<file path="src/rtl/aph_pkg.sv">
// shared constants, types and functions of the adler-32 bucket hash
package aph_pkg;

    localparam int unsigned ADLER_MOD   = 65521;
    localparam int unsigned MAX_BUCKETS = 30;
    localparam int unsigned SUM_W       = 16;
    localparam int unsigned CHK_W       = 32;
    localparam int unsigned BYTE_W      = 8;
    localparam int unsigned BKT_W       = 5;
    localparam int unsigned CFG_IDX_W   = 8;
    localparam int unsigned QUEUE_DEPTH = 2;
    localparam int unsigned QPTR_W      = $clog2(QUEUE_DEPTH);
    localparam int unsigned QCNT_W      = $clog2(QUEUE_DEPTH + 1);
    localparam int unsigned DIV_CNT_W   = $clog2(CHK_W);

    localparam logic [CFG_IDX_W-1:0] CFG_SEED    = CFG_IDX_W'(0);
    localparam logic [CFG_IDX_W-1:0] CFG_BUCKETS = CFG_IDX_W'(1);

    typedef struct packed {
        logic             valid;
        logic [CHK_W-1:0] checksum;
    } t_q_push;

    typedef struct packed {
        logic             empty;
        logic [CHK_W-1:0] checksum;
    } t_q_head;

    function automatic logic [SUM_W-1:0] fold_seed(input logic [SUM_W-1:0] half);
        logic [SUM_W-1:0] res;
        if (half >= SUM_W'(ADLER_MOD)) begin
            res = half - SUM_W'(ADLER_MOD);
        end else begin
            res = half;
        end
        return res;
    endfunction

    function automatic logic [BKT_W-1:0] eff_buckets(input logic [BKT_W-1:0] n);
        logic [BKT_W-1:0] res;
        if (n == '0) begin
            res = BKT_W'(1);
        end else if (n > BKT_W'(MAX_BUCKETS)) begin
            res = BKT_W'(MAX_BUCKETS);
        end else begin
            res = n;
        end
        return res;
    endfunction

endpackage

</file>
<file path="src/rtl/aph_queue.sv">
// short checksum queue between intake and bucket divider
module aph_queue import aph_pkg::*; (
    input  logic    i_clk,
    input  logic    i_rst_n,
    input  t_q_push i_push,
    input  logic    i_pop,
    output logic    o_full,
    output t_q_head o_head
);

    logic [CHK_W-1:0]  r_mem [QUEUE_DEPTH];
    logic [QPTR_W-1:0] r_wp, n_wp;
    logic [QPTR_W-1:0] r_rp, n_rp;
    logic [QCNT_W-1:0] r_cnt, n_cnt;
    logic              do_push;
    logic              do_pop;

    assign o_full          = (r_cnt == QCNT_W'(QUEUE_DEPTH));
    assign o_head.empty    = (r_cnt == '0);
    assign o_head.checksum = r_mem[r_rp];
    assign do_push         = i_push.valid && !o_full;
    assign do_pop          = i_pop && !o_head.empty;

    always_comb begin
        n_wp  = r_wp;
        n_rp  = r_rp;
        n_cnt = r_cnt;
        if (do_push) begin
            n_wp = (r_wp == QPTR_W'(QUEUE_DEPTH - 1)) ? '0 : r_wp + QPTR_W'(1);
        end
        if (do_pop) begin
            n_rp = (r_rp == QPTR_W'(QUEUE_DEPTH - 1)) ? '0 : r_rp + QPTR_W'(1);
        end
        unique case ({do_push, do_pop})
            2'b10:   n_cnt = r_cnt + QCNT_W'(1);
            2'b01:   n_cnt = r_cnt - QCNT_W'(1);
            default: n_cnt = r_cnt;
        endcase
    end

    always_ff @(posedge i_clk) begin
        if (do_push) begin
            r_mem[r_wp] <= i_push.checksum;
        end
    end

    always_ff @(posedge i_clk) begin
        if (!i_rst_n) begin
            r_wp  <= '0;
            r_rp  <= '0;
            r_cnt <= '0;
        end else begin
            r_wp  <= n_wp;
            r_rp  <= n_rp;
            r_cnt <= n_cnt;
        end
    end

endmodule

</file>
<file path="config.mk">
export PLATFORM = sky130hd
export DESIGN_NAME = aph_queue
export DESIGN_NICKNAME = d
export VERILOG_FILES = /design/src/rtl/aph_pkg.sv /design/src/rtl/aph_queue.sv
export SDC_FILE = /design/constraint.sdc
export NUM_CORES = 1
export LEC_CHECK = 0
export BUFFER_PORTS_ARGS = -buffer_cell sky130_fd_sc_hd__clkbuf_2
export CAP_MARGIN = 25
export CORE_UTILIZATION = 35
export CTS_BUF_LIST = sky130_fd_sc_hd__clkbuf_4 sky130_fd_sc_hd__clkbuf_8
export DETAILED_ROUTE_END_ITERATION = 8
export PLACE_DENSITY = 0.61
export SETUP_SLACK_MARGIN = 0.05
export SYNTH_ARGS = -nofsm -noshare
export SYNTH_HDL_FRONTEND = slang
export SYNTH_SLANG_ARGS = --single-unit
export TNS_END_PERCENT = 50
</file>
<file path="constraint.sdc">
create_clock -name i_clk -period 5.5 [get_ports i_clk]
set_clock_uncertainty 0.2 [all_clocks]
set_input_delay 0 -clock i_clk [delete_from_list [all_inputs] [get_ports i_clk]]
set_output_delay 0 -clock i_clk [all_outputs]
set_load 0.005 [all_outputs]
</file>
==> results_tabular.tex <==
\begin{tabular}{lr}
\hline
Metric & Value \\
\hline
\multicolumn{2}{l}{\textbf{Route}} \\
Met3 wirelength from detailed routing & between 200 and 250 microns \\
Routed Antenna Nets & 0 \\
Highest routed layer & met4 \\
Total length of routed wires & about 4.5 mm \\
Per-cell via count in the routed design & 4.27 \\
Met2 wire len & approximately 2.3 mm \\
Iter 0 DRT Violations & between 60 and 70 \\
Vias after detailed routing & around 1500 \\
Number of detailed-routing iterations run before antenna repair & 3 \\
Number of remaining DRC errors & 0 \\
Post-route met1 wirelength & 2.00 mm \\
Average wire per cell in the routed design & between 10 and 15 microns \\
\multicolumn{2}{l}{\textbf{Logic synthesis}} \\
Mean post-synth cell area & slightly above 20 sq um \\
Syn nets & between 150 and 200 \\
Cell taking the most area after synthesis & sky130\_fd\_sc\_hd\_\_edfxtp\_1 \\
Synth warn & 0 \\
Synth Instances & approximately 130 \\
Most area-consuming cells after synthesis & sky130\_fd\_sc\_hd\_\_edfxtp\_1, sky130\_fd\_sc\_hd\_\_mux2\_2, sky130\_fd\_sc\_hd\_\_mux2\_1, sky130\_fd\_sc\_hd\_\_dfxtp\_1, sky130\_fd\_sc\_hd\_\_xnor2\_1 \\
Sequential share of the synthesized area & 79.7\% \\
Unique masters post-synth & 20 \\
Number of storage elements in the synthesis netlist & just under 70 \\
Mapped Area & between 2000 and 3000 sq um \\
Proportion of netlist area held by the largest area contributor & approximately 76\% \\
\multicolumn{2}{l}{\textbf{Power}} \\
Clk network pwr share & between 20\% and 30\% \\
Net Sw Power & 0.372 mW \\
Static leakage power & $\sim$1.4 nW \\
Share of total power in combinational logic & 25.8\% \\
Largest vdd supply drop & 295 uV \\
Switch share & between 20\% and 30\% \\
Sequential group share of total power & 47.8\% \\
Pwr dens & just over 400 nW/um\^{}2 \\
Internal power of the cells & between 1 and 1.5 mW \\
\multicolumn{2}{l}{\textbf{Placement}} \\
Setup slack at placement & about 3.5 ns \\
Dpl cell area & around 3000 sq um \\
HPWL after detailed placement & around 2.7 mm \\
Number of placed instances with taps included & between 200 and 300 \\
Count of port buffers added during placement & about 70 \\
Final weighted congestion in routability-driven placement & around 0.65 \\
\multicolumn{2}{l}{\textbf{Critical path}} \\
Reg2Reg Capture Point & r\_mem[0][26]\$\_DFFE\_PP\_ \\
Startpoint class of the critical path & flop \\
Data arrival time of the critical path & between 1.5 and 2 ns \\
Required time reported for the critical path endpoint & $\sim$5.3 ns \\
Setup slack of the most critical reg-to-reg path & around 3.5 ns \\
Logic depth of the worst register-to-register path & 5 \\
Type of the setup path with the least slack & flop to flop \\
Critical path fanouts, max & 32 \\
CP endpoint kind & flop \\
R2R Path Start & r\_cnt[0]\$\_SDFFE\_PN0P\_ \\
\multicolumn{2}{l}{\textbf{CTS}} \\
CTS root buffer & sky130\_fd\_sc\_hd\_\_clkbuf\_8 \\
Inserted Clock Buffers & 9 \\
Clock tree from TritonCTS & built \\
CTS H-Tree Depth & 3 \\
Clock sink total & a little under 70 \\
Later-pin clock latency in the skew report & about 0.32 ns \\
Largest buffer count on any clock path & 2 \\
Clock transition at path regs & about 0.07 ns \\
\multicolumn{2}{l}{\textbf{STA}} \\
Max Slew Vio Count & 0 \\
Hold Vio Cnt, Final & 0 \\
Post-layout min period & 1.97 ns \\
Fin worst setup slack & between 3 and 4 ns \\
Endpoints failing setup & 0 \\
Worst slew pin tran & about 0.77 ns \\
Setup repair after global routing missed its margin & no \\
Slew HR & 48.4\% \\
Maximum operating frequency & 508 MHz \\
Hold slack final & about 0.20 ns \\
Share of the cycle needed by the critical path after routing & between 30\% and 40\% \\
Setup tns final & 0 ns \\
\multicolumn{2}{l}{\textbf{Die}} \\
Standard-cell row count & 30 \\
Area inside the core boundary & $\sim$6900 sq um \\
Starting density of the core & about 37\% \\
Die boundary height & a little under 90 microns \\
Overall die width & 87.1 microns \\
Die Footprint & $\sim$7600 sq um \\
I/O Pins & 70 \\
\multicolumn{2}{l}{\textbf{GRT}} \\
Global Route Usage Sum & about an eighth \\
Pin count of the biggest net entering global routing & 33 \\
Wire length of the first global-routing pass & $\sim$6.8 mm \\
Initial antenna violation count & 0 \\
Vias in the first global route & $\sim$1500 \\
Total overflow reported by the global router & 0 \\
\multicolumn{2}{l}{\textbf{Job}} \\
Max cap viols & 0 \\
\multicolumn{2}{l}{\textbf{Final layout}} \\
Highest-count cells in the layout ignoring fill and taps & sky130\_fd\_sc\_hd\_\_clkbuf\_2, sky130\_fd\_sc\_hd\_\_edfxtp\_1, sky130\_fd\_sc\_hd\_\_dlygate4sd3\_1 \\
Layout cells sized above 1 & 44.3\% \\
Most common cell after layout, fill and taps aside & sky130\_fd\_sc\_hd\_\_clkbuf\_2 \\
Post-layout instance area & 3540 sq um \\
Non-filler cells in the finished layout & 340 \\
Inserted Diodes & 0 \\
Final nets & around 280 \\
Relative area change from synthesis to final layout & 39.3\% \\
\multicolumn{2}{l}{\textbf{Hold path}} \\
Worst min-delay path category & primary input to flop \\
Worst hold path startpoint & i\_push[24] \\
Worst min-delay path endpoint & r\_mem[1][24]\$\_DFFE\_PP\_ \\
Number of instances on the worst hold path & 2 \\
\multicolumn{2}{l}{\textbf{Run status}} \\
Run status & complete, no violations \\
\hline
\end{tabular}
[final cells by class]
cell class / instances / area (sq um)
Clock inverter: 6 / 53.8
Inverter: 3 / 11.3
Tap cell: 96 / 120
Multi-Input combinational cell: 50 / 487
Fill cell: 611 / 3370
Timing Repair Buffer: 106 / 711
Sequential cell: 69 / 2020
Clock buffer: 10 / 131
[metal layers]
metal / global-route usage (%) / up-vias
met3: 3.98 / 7
met2: 21.8 / 44
met5: 0 / -
li1: - / 709
met4: 6.71 / 0
met1: 13.9 / 691
[state kept, by name (all words and copies together), names as in the netlist, named ones only]
register  count
r_cnt         2
r_mem        64
r_rp          1
r_wp          1
[stage by stage]
stage / total power, mW / util, %
finish: 1.44 / 51.2
global route: 1.52 / 51.2
CTS: 1.47 / 51.2
detailed placement: 1.06 / 43.4
global placement: 1.05 / 43.4
floorplan: 0.911 / -
[cells in the mapped netlist, drive strengths merged]
cell / instances
edfxtp: 64
mux2: 32
dfxtp: 5
buf: 3
inv: 3
xnor2: 3
a21boi: 2
nor2b: 2
o21ai: 2
or3: 2
and2: 1
and3: 1
clkbuf: 1
ha: 1
nand2: 1
nand2b: 1
nor2: 1
o21a: 1
[critical path, cell delays in order (launching register included)]
cell and delay [ns]:
sky130_fd_sc_hd__dfxtp_1 0.41, sky130_fd_sc_hd__nand2b_2 0.18, sky130_fd_sc_hd__inv_2 0.04, sky130_fd_sc_hd__or3_1 0.33, sky130_fd_sc_hd__inv_1 0.06, sky130_fd_sc_hd__buf_4 0.38
[worst max path at each step]
| stage | start | end | cells past startpoint |
|---|---|---|---|
| final | r_cnt[0]$_SDFFE_PN0P_ | r_mem[0][26]$_DFFE_PP_ | 5 |
| after global routing | r_cnt[0]$_SDFFE_PN0P_ | r_mem[0][17]$_DFFE_PP_ | 5 |
| after CTS | r_cnt[0]$_SDFFE_PN0P_ | r_mem[0][17]$_DFFE_PP_ | 5 |
| after detailed placement | r_cnt[0]$_SDFFE_PN0P_ | r_mem[0][9]$_DFFE_PP_ | 5 |
| after global placement | r_cnt[0]$_SDFFE_PN0P_ | r_mem[0][9]$_DFFE_PP_ | 5 |
| after floorplan | r_cnt[0]$_SDFFE_PN0P_ | r_mem[0][0]$_DFFE_PP_ | 4 |
[power by group through the flow]
stage	Sequential, mW	Combinational, mW	Clock [mW]
final	0.688	0.371	0.381
after global placement	0.697	0.358	0
after floorplan	0.694	0.216	0
after global routing	0.694	0.408	0.419
after CTS	0.689	0.382	0.398
after detailed placement	0.700	0.361	0
[cell families (layout without fill, tap and decap cells)]
| kind of cell | after synthesis | in the layout | share of synthesized area, % |
|---|---|---|---|
| buffers and inverters | 7 | 125 | 1.18 |
| muxes | 32 | 32 | 14.2 |
| AOI/OAI and AO/OA | 5 | 5 | 1.28 |
| DFF | 69 | 69 | 79.7 |
| and+or+nand+nor | 9 | 9 | 2.12 |
| adders and majority gates | 1 | 1 | 0.493 |
| xor gates and xnor gates | 3 | 3 | 1.04 |
[what timing repair did]
action                    in CTS  in global routing
hold buffers                  35                  0
setup buffers                  0                  0
gates resized for setup        0                  0
hold endpoints to repair      69                  0
(Power assumes the default switching activity.)
